$ cat config.mk
export PLATFORM = sky130hd
export DESIGN_NAME = annexb_nal_unit_extractor_flat
export DESIGN_NICKNAME = d
export VERILOG_FILES = /design/src/rtl/core/anx_pkg.sv /design/src/rtl/core/anx_in_if.sv /design/src/rtl/core/anx_out_if.sv /design/src/rtl/core/anx_parse.sv /design/src/rtl/core/anx_emit.sv /design/src/rtl/core/annexb_nal_unit_extractor.sv /design/src/flat_wrapper.sv
export SDC_FILE = /design/constraint.sdc
export NUM_CORES = 1
export LEC_CHECK = 0
export BUFFER_PORTS_ARGS = -buffer_cell sky130_fd_sc_hd__buf_2
export CAP_MARGIN = 0
export CELL_PAD_IN_SITES_DETAIL_PLACEMENT = 1
export CELL_PAD_IN_SITES_GLOBAL_PLACEMENT = 2
export CORE_UTILIZATION = 42
export CTS_CLUSTER_SIZE = 30
export DETAILED_ROUTE_END_ITERATION = 16
export GPL_TIMING_DRIVEN = 0
export PLACE_DENSITY_LB_ADDON = 0.1
export SLEW_MARGIN = 20
export SYNTH_ARGS = -nofsm -noshare
export SYNTH_HDL_FRONTEND = slang
export SYNTH_HIERARCHICAL = 1
export SYNTH_SLANG_ARGS = --single-unit
$ cat constraint.sdc
create_clock -name clk -period 23.3 [get_ports clk]
set_input_delay 1.165 -clock clk [delete_from_list [all_inputs] [get_ports clk]]
set_output_delay 1.165 -clock clk [all_outputs]
set_load 0.01 [all_outputs]
$ cat src/rtl/core/anx_pkg.sv
package anx_pkg;

    localparam int LENGTH_BITS = 24;
    localparam int COUNT_BITS  = 24;
    localparam int MAX_RESULTS = 4;
    localparam int SLOT_BITS   = $clog2(MAX_RESULTS);
    localparam int NUM_BITS    = $clog2(MAX_RESULTS + 1);

    localparam logic [7:0] BYTE_ZERO  = 8'h00;
    localparam logic [7:0] BYTE_START = 8'h01;
    localparam logic [7:0] BYTE_EPB   = 8'h03;
    localparam logic [4:0] TYPE_IDR   = 5'd5;

    // held zero run: three means two held and at least one dropped
    localparam logic [1:0] ZEROS_NONE   = 2'd0;
    localparam logic [1:0] ZEROS_ONE    = 2'd1;
    localparam logic [1:0] ZEROS_TWO    = 2'd2;
    localparam logic [1:0] ZEROS_EXCESS = 2'd3;

    typedef enum logic [1:0] {
        KIND_HEADER  = 2'd0,
        KIND_PAYLOAD = 2'd1,
        KIND_END     = 2'd2
    } anx_kind_t;

    typedef struct packed {
        anx_kind_t              kind;
        logic [7:0]             data;
        logic [LENGTH_BITS-1:0] len;
        logic [COUNT_BITS-1:0]  units;
        logic [COUNT_BITS-1:0]  idr;
    } anx_slot_t;

    typedef struct packed {
        anx_slot_t [MAX_RESULTS-1:0] slot;
        logic [NUM_BITS-1:0]         count;
        logic                        err;
        logic                        load;
    } anx_bundle_t;

    function automatic logic [LENGTH_BITS-1:0] sat_len_inc(input logic [LENGTH_BITS-1:0] v);
        return (&v) ? v : v + {{(LENGTH_BITS-1){1'b0}}, 1'b1};
    endfunction

    function automatic logic [COUNT_BITS-1:0] sat_cnt_inc(input logic [COUNT_BITS-1:0] v);
        return (&v) ? v : v + {{(COUNT_BITS-1){1'b0}}, 1'b1};
    endfunction

endpackage

$ cat src/rtl/core/anx_in_if.sv
interface anx_in_if;
    logic       valid;
    logic       ready;
    logic [7:0] stream_byte;
    logic       end_of_stream;

    modport source (output valid, output stream_byte, output end_of_stream, input ready);
    modport sink   (input valid, input stream_byte, input end_of_stream, output ready);
endinterface

$ cat src/rtl/core/anx_out_if.sv
interface anx_out_if;
    logic                               valid;
    logic                               ready;
    logic [1:0]                         item_kind;
    logic [7:0]                         data_byte;
    logic                               forbidden_bit;
    logic [1:0]                         ref_idc;
    logic [4:0]                         unit_type;
    logic [anx_pkg::LENGTH_BITS-1:0]    payload_length;
    logic [anx_pkg::COUNT_BITS-1:0]     units_seen;
    logic [anx_pkg::COUNT_BITS-1:0]     idr_units_seen;
    logic                               stream_error;
    logic                               last;

    modport source (
        output valid, output item_kind, output data_byte, output forbidden_bit,
        output ref_idc, output unit_type, output payload_length, output units_seen,
        output idr_units_seen, output stream_error, output last, input ready
    );
    modport sink (
        input valid, input item_kind, input data_byte, input forbidden_bit,
        input ref_idc, input unit_type, input payload_length, input units_seen,
        input idr_units_seen, input stream_error, input last, output ready
    );
endinterface

$ cat src/rtl/core/anx_parse.sv
module anx_parse (
    input  logic                 clk,
    input  logic                 rst_n,
    anx_in_if.sink               stream,
    input  logic                 free,
    output anx_pkg::anx_bundle_t bundle
);

    logic                            in_valid_reg;
    logic [7:0]                      byte_reg;
    logic                            eos_reg;

    logic [1:0]                      held_reg, held_next;
    logic                            inside_reg, inside_next;
    logic                            await_reg, await_next;
    logic [anx_pkg::LENGTH_BITS-1:0] pc_reg, pc_next;
    logic [anx_pkg::COUNT_BITS-1:0]  uc_reg, uc_next;
    logic [anx_pkg::COUNT_BITS-1:0]  idr_reg, idr_next;

    logic [anx_pkg::NUM_BITS-1:0]    n;
    logic                            err;
    logic                            removed;
    anx_pkg::anx_slot_t [anx_pkg::MAX_RESULTS-1:0] slots;
    logic                            advance;

    always_comb
    begin
        held_next   = held_reg;
        inside_next = inside_reg;
        await_next  = await_reg;
        pc_next     = pc_reg;
        uc_next     = uc_reg;
        idr_next    = idr_reg;
        n           = '0;
        err         = 1'b0;
        removed     = 1'b0;
        slots       = '0;

        if (await_reg)
        begin
            if (byte_reg[4:0] == anx_pkg::TYPE_IDR)
            begin
                idr_next = anx_pkg::sat_cnt_inc(idr_next);
            end
            slots[n[anx_pkg::SLOT_BITS-1:0]] =
                '{anx_pkg::KIND_HEADER, byte_reg, '0, uc_next, idr_next};
            n          = n + anx_pkg::NUM_BITS'(1);
            await_next = 1'b0;
            held_next  = anx_pkg::ZEROS_NONE;
        end
        else if (byte_reg == anx_pkg::BYTE_ZERO)
        begin
            if (held_next != anx_pkg::ZEROS_EXCESS)
            begin
                held_next = held_next + 2'd1;
            end
        end
        else
        begin
            if (held_next == anx_pkg::ZEROS_EXCESS && byte_reg != anx_pkg::BYTE_START)
            begin
                err = 1'b1;
            end
            if (held_next >= anx_pkg::ZEROS_TWO && byte_reg == anx_pkg::BYTE_START)
            begin
                // start code: close the open unit first
                if (inside_next)
                begin
                    slots[n[anx_pkg::SLOT_BITS-1:0]] =
                        '{anx_pkg::KIND_END, 8'h00, pc_next, uc_next, idr_next};
                    n = n + anx_pkg::NUM_BITS'(1);
                end
                uc_next     = anx_pkg::sat_cnt_inc(uc_next);
                inside_next = 1'b1;
                await_next  = 1'b1;
                pc_next     = '0;
            end
            else if (inside_next)
            begin
                removed = (held_next >= anx_pkg::ZEROS_TWO) && (byte_reg == anx_pkg::BYTE_EPB);
                if (held_next >= anx_pkg::ZEROS_ONE)
                begin
                    slots[n[anx_pkg::SLOT_BITS-1:0]] =
                        '{anx_pkg::KIND_PAYLOAD, 8'h00, '0, uc_next, idr_next};
                    n       = n + anx_pkg::NUM_BITS'(1);
                    pc_next = anx_pkg::sat_len_inc(pc_next);
                end
                if (held_next >= anx_pkg::ZEROS_TWO)
                begin
                    slots[n[anx_pkg::SLOT_BITS-1:0]] =
                        '{anx_pkg::KIND_PAYLOAD, 8'h00, '0, uc_next, idr_next};
                    n       = n + anx_pkg::NUM_BITS'(1);
                    pc_next = anx_pkg::sat_len_inc(pc_next);
                end
                if (!removed)
                begin
                    slots[n[anx_pkg::SLOT_BITS-1:0]] =
                        '{anx_pkg::KIND_PAYLOAD, byte_reg, '0, uc_next, idr_next};
                    n       = n + anx_pkg::NUM_BITS'(1);
                    pc_next = anx_pkg::sat_len_inc(pc_next);
                end
            end
            held_next = anx_pkg::ZEROS_NONE;
        end

        if (eos_reg)
        begin
            if (held_next == anx_pkg::ZEROS_EXCESS)
            begin
                err = 1'b1;
            end
            if (inside_next)
            begin
                // flush held zeros, then close the unit
                if (!await_next && held_next >= anx_pkg::ZEROS_ONE)
                begin
                    slots[n[anx_pkg::SLOT_BITS-1:0]] =
                        '{anx_pkg::KIND_PAYLOAD, 8'h00, '0, uc_next, idr_next};
                    n       = n + anx_pkg::NUM_BITS'(1);
                    pc_next = anx_pkg::sat_len_inc(pc_next);
                end
                if (!await_next && held_next >= anx_pkg::ZEROS_TWO)
                begin
                    slots[n[anx_pkg::SLOT_BITS-1:0]] =
                        '{anx_pkg::KIND_PAYLOAD, 8'h00, '0, uc_next, idr_next};
                    n       = n + anx_pkg::NUM_BITS'(1);
                    pc_next = anx_pkg::sat_len_inc(pc_next);
                end
                slots[n[anx_pkg::SLOT_BITS-1:0]] =
                    '{anx_pkg::KIND_END, 8'h00, pc_next, uc_next, idr_next};
                n = n + anx_pkg::NUM_BITS'(1);
            end
            inside_next = 1'b0;
            await_next  = 1'b0;
            held_next   = anx_pkg::ZEROS_NONE;
            pc_next     = '0;
        end
    end

    // items with no result never wait for the result buffer
    assign advance      = in_valid_reg && ((n == '0) || free);
    assign stream.ready = !in_valid_reg || advance;

    assign bundle.slot  = slots;
    assign bundle.count = n;
    assign bundle.err   = err;
    assign bundle.load  = advance && (n != '0);

    always_ff @(posedge clk or negedge rst_n)
    begin
        if (!rst_n)
        begin
            in_valid_reg <= 1'b0;
            held_reg     <= anx_pkg::ZEROS_NONE;
            inside_reg   <= 1'b0;
            await_reg    <= 1'b0;
            pc_reg       <= '0;
            uc_reg       <= '0;
            idr_reg      <= '0;
        end
        else
        begin
            if (stream.valid && stream.ready)
            begin
                in_valid_reg <= 1'b1;
            end
            else if (advance)
            begin
                in_valid_reg <= 1'b0;
            end
            if (advance)
            begin
                held_reg   <= held_next;
                inside_reg <= inside_next;
                await_reg  <= await_next;
                pc_reg     <= pc_next;
                uc_reg     <= uc_next;
                idr_reg    <= idr_next;
            end
        end
    end

    always_ff @(posedge clk)
    begin
        if (stream.valid && stream.ready)
        begin
            byte_reg <= stream.stream_byte;
            eos_reg  <= stream.end_of_stream;
        end
    end

`ifndef SYNTH
    a_await_inside: assert property (@(posedge clk) disable iff (!rst_n)
        await_reg |-> inside_reg)
        else $error("header pending outside a unit");
    a_await_no_zeros: assert property (@(posedge clk) disable iff (!rst_n)
        await_reg |-> (held_reg == anx_pkg::ZEROS_NONE))
        else $error("zeros held while header pending");
    a_load_count: assert property (@(posedge clk) disable iff (!rst_n)
        bundle.load |-> (bundle.count != '0 &&
                         bundle.count <= anx_pkg::NUM_BITS'(anx_pkg::MAX_RESULTS)))
        else $error("bad result count on load");
`endif

endmodule

$ cat src/rtl/core/anx_emit.sv
module anx_emit (
    input  logic                 clk,
    input  logic                 rst_n,
    input  anx_pkg::anx_bundle_t bundle,
    output logic                 free,
    anx_out_if.source            result
);

    anx_pkg::anx_slot_t [anx_pkg::MAX_RESULTS-1:0] slots_reg;
    logic                               err_reg;
    logic [anx_pkg::NUM_BITS-1:0]       remain_reg;
    logic [anx_pkg::SLOT_BITS-1:0]      idx_reg;
    anx_pkg::anx_slot_t                 cur;
    logic                               hdr;
    logic                               take;

    assign cur  = slots_reg[idx_reg];
    assign hdr  = (cur.kind == anx_pkg::KIND_HEADER);
    assign take = result.valid && result.ready;
    // buffer can load when empty or when its final item leaves this cycle
    assign free = (remain_reg == '0) ||
                  ((remain_reg == anx_pkg::NUM_BITS'(1)) && result.ready);

    assign result.valid          = (remain_reg != '0);
    assign result.item_kind      = cur.kind;
    assign result.data_byte      = cur.data;
    assign result.forbidden_bit  = hdr & cur.data[7];
    assign result.ref_idc        = hdr ? cur.data[6:5] : 2'd0;
    assign result.unit_type      = hdr ? cur.data[4:0] : 5'd0;
    assign result.payload_length = cur.len;
    assign result.units_seen     = cur.units;
    assign result.idr_units_seen = cur.idr;
    assign result.stream_error   = err_reg;
    assign result.last           = (remain_reg == anx_pkg::NUM_BITS'(1));

    always_ff @(posedge clk or negedge rst_n)
    begin
        if (!rst_n)
        begin
            remain_reg <= '0;
            idx_reg    <= '0;
        end
        else if (bundle.load)
        begin
            remain_reg <= bundle.count;
            idx_reg    <= '0;
        end
        else if (take)
        begin
            remain_reg <= remain_reg - anx_pkg::NUM_BITS'(1);
            idx_reg    <= idx_reg + anx_pkg::SLOT_BITS'(1);
        end
    end

    always_ff @(posedge clk)
    begin
        if (bundle.load)
        begin
            slots_reg <= bundle.slot;
            err_reg   <= bundle.err;
        end
    end

`ifndef SYNTH
    a_load_remain: assert property (@(posedge clk) disable iff (!rst_n)
        bundle.load |=> (remain_reg == $past(bundle.count)))
        else $error("result count not captured");
    a_load_when_free: assert property (@(posedge clk) disable iff (!rst_n)
        bundle.load |-> free)
        else $error("load over pending results");
    a_hold_stalled: assert property (@(posedge clk) disable iff (!rst_n)
        (result.valid && !result.ready) |=> (result.valid && $stable(idx_reg)))
        else $error("pending result not held");
`endif

endmodule

$ cat src/rtl/core/annexb_nal_unit_extractor.sv
// Annex B NAL unit extractor: start code search, header decode, 03 removal.
// A byte waits in the input register until the result buffer is free, and
// its results are then loaded into the buffer. Throughput: one byte per cycle
// while the buffer is free; a byte with k results (0..4) holds the buffer
// until all k have left, one result per cycle while the receiver is ready.
// Reset (rst_n low, asynchronous) clears parse state, counters and buffers.
module annexb_nal_unit_extractor (
    input  logic      clk,
    input  logic      rst_n,
    anx_in_if.sink    stream,
    anx_out_if.source result
);

    // Parse stage: input register plus parse state. All results of one byte
    // are built at once from the registered byte and state, then handed over
    // as a bundle together with the counter values each result must show.
    anx_pkg::anx_bundle_t bundle;
    logic                 free;

    anx_parse u_parse (
        .clk    (clk),
        .rst_n  (rst_n),
        .stream (stream),
        .free   (free),
        .bundle (bundle)
    );

    // Emit stage: hold the bundle and step out one result item per cycle while
    // ready is high, marking the final one. A byte with no result bypasses it.
    anx_emit u_emit (
        .clk    (clk),
        .rst_n  (rst_n),
        .bundle (bundle),
        .free   (free),
        .result (result)
    );

endmodule

$ cat src/flat_wrapper.sv
// flat-port wrapper written by rule: the top's interface ports become plain ports
module annexb_nal_unit_extractor_flat 
  (clk, rst_n, stream_valid, stream_stream_byte, stream_end_of_stream, stream_ready, result_valid, result_item_kind, result_data_byte, result_forbidden_bit, result_ref_idc, result_unit_type, result_payload_length, result_units_seen, result_idr_units_seen, result_stream_error, result_last, result_ready);
  anx_in_if stream_i ();
  anx_out_if result_i ();
  input  logic clk;
  input  logic rst_n;
  input wire logic [$bits(stream_i.valid)-1:0] stream_valid;
  input wire logic [$bits(stream_i.stream_byte)-1:0] stream_stream_byte;
  input wire logic [$bits(stream_i.end_of_stream)-1:0] stream_end_of_stream;
  output wire logic [$bits(stream_i.ready)-1:0] stream_ready;
  output wire logic [$bits(result_i.valid)-1:0] result_valid;
  output wire logic [$bits(result_i.item_kind)-1:0] result_item_kind;
  output wire logic [$bits(result_i.data_byte)-1:0] result_data_byte;
  output wire logic [$bits(result_i.forbidden_bit)-1:0] result_forbidden_bit;
  output wire logic [$bits(result_i.ref_idc)-1:0] result_ref_idc;
  output wire logic [$bits(result_i.unit_type)-1:0] result_unit_type;
  output wire logic [$bits(result_i.payload_length)-1:0] result_payload_length;
  output wire logic [$bits(result_i.units_seen)-1:0] result_units_seen;
  output wire logic [$bits(result_i.idr_units_seen)-1:0] result_idr_units_seen;
  output wire logic [$bits(result_i.stream_error)-1:0] result_stream_error;
  output wire logic [$bits(result_i.last)-1:0] result_last;
  input wire logic [$bits(result_i.ready)-1:0] result_ready;
  assign stream_i.valid = stream_valid;
  assign stream_i.stream_byte = stream_stream_byte;
  assign stream_i.end_of_stream = stream_end_of_stream;
  assign stream_ready = stream_i.ready;
  assign result_valid = result_i.valid;
  assign result_item_kind = result_i.item_kind;
  assign result_data_byte = result_i.data_byte;
  assign result_forbidden_bit = result_i.forbidden_bit;
  assign result_ref_idc = result_i.ref_idc;
  assign result_unit_type = result_i.unit_type;
  assign result_payload_length = result_i.payload_length;
  assign result_units_seen = result_i.units_seen;
  assign result_idr_units_seen = result_i.idr_units_seen;
  assign result_stream_error = result_i.stream_error;
  assign result_last = result_i.last;
  assign result_i.ready = result_ready;
  annexb_nal_unit_extractor u_core (.clk(clk), .rst_n(rst_n), .stream(stream_i), .result(result_i));
endmodule
==> flow_metrics.py <==
metrics = {
    "cells_and_area": {
        "area_growth_pct": 13.45,
        "stdcell_area_um2": 29720,
        "fin_nets": 2785,
        "utilization_pct": 48.16,
        "final_cell_mix": "edfxtp_1 (338), nor2_1 (300), nand2_1 (267)",
        "largest_reg_flops": 328,
        "final_common_cell": "edfxtp_1",
        "n_antenna_cell": 0,
        "layout-drive-gt1-share_pct": 14.00,
    },
    "global_route": {
        "antenna_found_initial": 0,
        "grtUsageTotal_pct": 29.08,
        "grt_max_degree": 48,
        "grt_pass1_wl_um": 139800,
        "grt_pass1_vias": 22561,
        "gr-total-overflow": 0,
    },
    "worst_setup_path": {
        "cp-start-kind": "register",
        "worstSetupStartpoint": "u_core/u_parse/pc_reg[15]",
        "cp.required_ns": 23.60,
        "cp_slowest_cell": "or4_4",
        "r2r-start": "u_core/u_parse/pc_reg[15]",
        "cp_max_fo": 10,
        "timing.critical_path.mode_cell": "ha_1",
        "cpPeakStageDelay_ns": 0.63,
        "criticalPathCategory": "register to register",
        "worstPathArrival_ns": 12.24,
        "end_kind": "register",
    },
    "routing": {
        "vias_per_cell": 5.997,
        "initialDrtViolationCount": 1386,
        "drc": 0,
        "drt_wl_total_um": 92380,
        "vias": 21727,
        "dr.pass1.iters": 5,
        "ant_nets": 0,
        "post_drt_wl_per_cell_um": 25.50,
    },
    "synthesis": {
        "ys_seq_elements": 420,
        "ys_types": 110,
        "synth_flop_cell": "edfxtp_1",
        "syn_inst": 2570,
        "ys_seq_area_share_pct": 46.58,
        "async_reset_ff_share_pct": 19.52,
        "synth_warnings": 6,
        "synth.avg_cell_area_um2": 10.19,
        "synth_edf_count": 338,
        "syn_area_um2": 26200,
    },
    "clock_tree": {
        "cts_tree": "yes",
        "numClockSinks": 420,
        "cts_made_buffers": 48,
        "post_cts_buffers": 0,
        "cts-root-buf": "clkbuf_16",
        "ctsHoldBuffers": 0,
        "htreeDepth": 2,
        "clk_pin_slew_worst_paths_ns": 0.06,
        "post_cts_resized": 0,
        "clk_latency_ns": 0.60,
        "cts_buffer_depth": 3,
    },
    "status": {
        "status": "finished clean",
    },
    "placed_design": {
        "pre_cts_slack_ns": 11.54,
        "portBuffers": 106,
        "place.gp.congestion": 0.9198,
        "dp_hpwl_um": 69410,
        "placed_cell_area_um2": 28210,
    },
    "sta": {
        "report.final.slew_viol_count": 0,
        "hold_violations": 0,
        "fin_worst_skew_ns": 0.02396,
        "tightest_slew_ns": 1.201,
        "fin_crit_ns": 11.94,
        "post-route-period-util_pct": 51.26,
        "tns_ns": 0,
        "timing.fmax_ghz": 0.08372,
        "rsz0062_at_grt": "false",
        "setup_viol": 0,
        "slew_headroom_pct": 19.63,
        "hold_ws_ns": 0.5195,
        "fin_ws_ns": 11.36,
    },
    "job": {
        "max_cap_violations": 0,
    },
    "floorplanning": {
        "die_w_um": 251.7,
        "die-area_um2": 63380,
        "io_pins": 107,
        "die_h_um": 251.7,
        "core_um2": 61710,
        "initial_core_util_pct": 42.45,
        "row_count": 91,
    },
    "power": {
        "ir_worst_vdd_uv": 50.27,
        "p_per_area_nw_per_um2": 59.85,
        "p_leak_nw": 11.07,
    },
    "hold_path": {
        "hold_path_class": "input pin to asynchronous set/reset pin",
    },
}
-- worst max-delay path, delay by kind of cell (launching register included) --
| family | cells | cell delay (ns) |
|---|---|---|
| AND/OR/NAND/NOR | 13 | 4.53 |
| flip-flops | 1 | 0.31 |
| adder cells (fa/ha/maj) | 4 | 1.01 |
| XOR/XNOR | 4 | 1.42 |
| AO/OA/AOI/OAI | 8 | 2.87 |
| buffers and inverters | 6 | 1.50 |
-- power breakdown --
group | total, mW | internal [mW] | switching [mW]
Clock | 0.746 | 0.433 | 0.313
Sequential | 0.813 | 0.807 | 0.00600
Combinational | 0.219 | 0.0901 | 0.129
Total | 1.78 | 1.33 | 0.448
-- path summary, 6_finish.rpt --
check	cells past startpoint	slack [ns]	to
max in group asynchronous	2	22.13	u_core/u_parse/idr_reg[13]
min in group clk	1	0.56	u_core/u_parse/idr_reg[14]
worst max register to register	35	11.36	u_core/u_emit/slots_reg[62]
worst min register to register	1	0.56	u_core/u_parse/idr_reg[14]
worst max-delay path	35	11.36	u_core/u_emit/slots_reg[62]
worst min-delay path	1	0.52	u_core/u_parse/uc_reg[22]
-- metrics by stage --
step                std cells  power (mW)
floorplan                2577      0.9781
global placement         3520       1.048
detailed placement       3536       1.053
CTS                      3623       1.799
global route             3623       1.831
finish                   3623       1.779
-- cells in the mapped netlist (9+ instances only) --
cell	instances	share of area, %
nand4_1	36	0.86
or2_2	13	0.31
and3_1	40	0.96
o21ai_1	24	0.46
nand3_1	96	1.8
nor2b_1	12	0.29
nor4_1	27	0.64
buf_1	13	0.19
inv_1	26	0.37
dfrtp_1	82	7.8
and2_1	59	1.4
ha_1	23	1.1
o211ai_1	17	0.49
nor3_1	52	0.99
clkbuf_1	142	2.0
and4_1	18	0.60
mux4_2	76	6.5
o31ai_1	69	2.0
nand2_1	267	3.8
a21oi_1	79	1.5
mux2i_1	14	0.53
or3_1	13	0.31
nor2_1	301	4.3
edfxtp_1	338	39
nand2b_1	25	0.60
o31a_1	9	0.30
a22o_1	34	1.1
a211oi_1	17	0.49
xnor2_1	105	3.5
xor2_1	76	2.5
buf_2	28	0.53
a31oi_1	12	0.29
o21ai_0	195	3.7
o22ai_1	12	0.29
mux2_2	10	0.43
buf_4	20	0.57
-- final cells by class --
class                           count  area (µm²)
Fill cell                        6941       31990
Multi-Input combinational cell   1920       13010
Sequential cell                   420       12200
Clock buffer                       73        1356
Tap cell                          837        1047
Buffer                            209       929.6
Timing Repair Buffer              122       917.1
Clock inverter                     14       155.1
Inverter                           28       105.1
-- cells by family (layout without fill, tap and decap cells) --
family	count (synthesis)	in the layout	share of synthesized area, %
AOI/OAI and AO/OA	562	562	14.00
xor gates and xnor gates	185	185	6.329
adders and majority gates	23	23	1.099
buffers and inverters	237	446	3.950
DFF	420	420	46.58
muxes	107	107	8.143
other	2	9	0.02867
and+or+nand+nor	1034	1034	19.87
-- per-layer routing --
layer  up-vias  global-route usage (%)  wire length, µm
met5         -                       0                0
met4         0                   10.66             3391
met3       184                   3.023             3448
met2       513                   51.93            47080
met1     11132                   36.27            38460
li1       9898                       -                -
(Power assumes the default switching activity.)
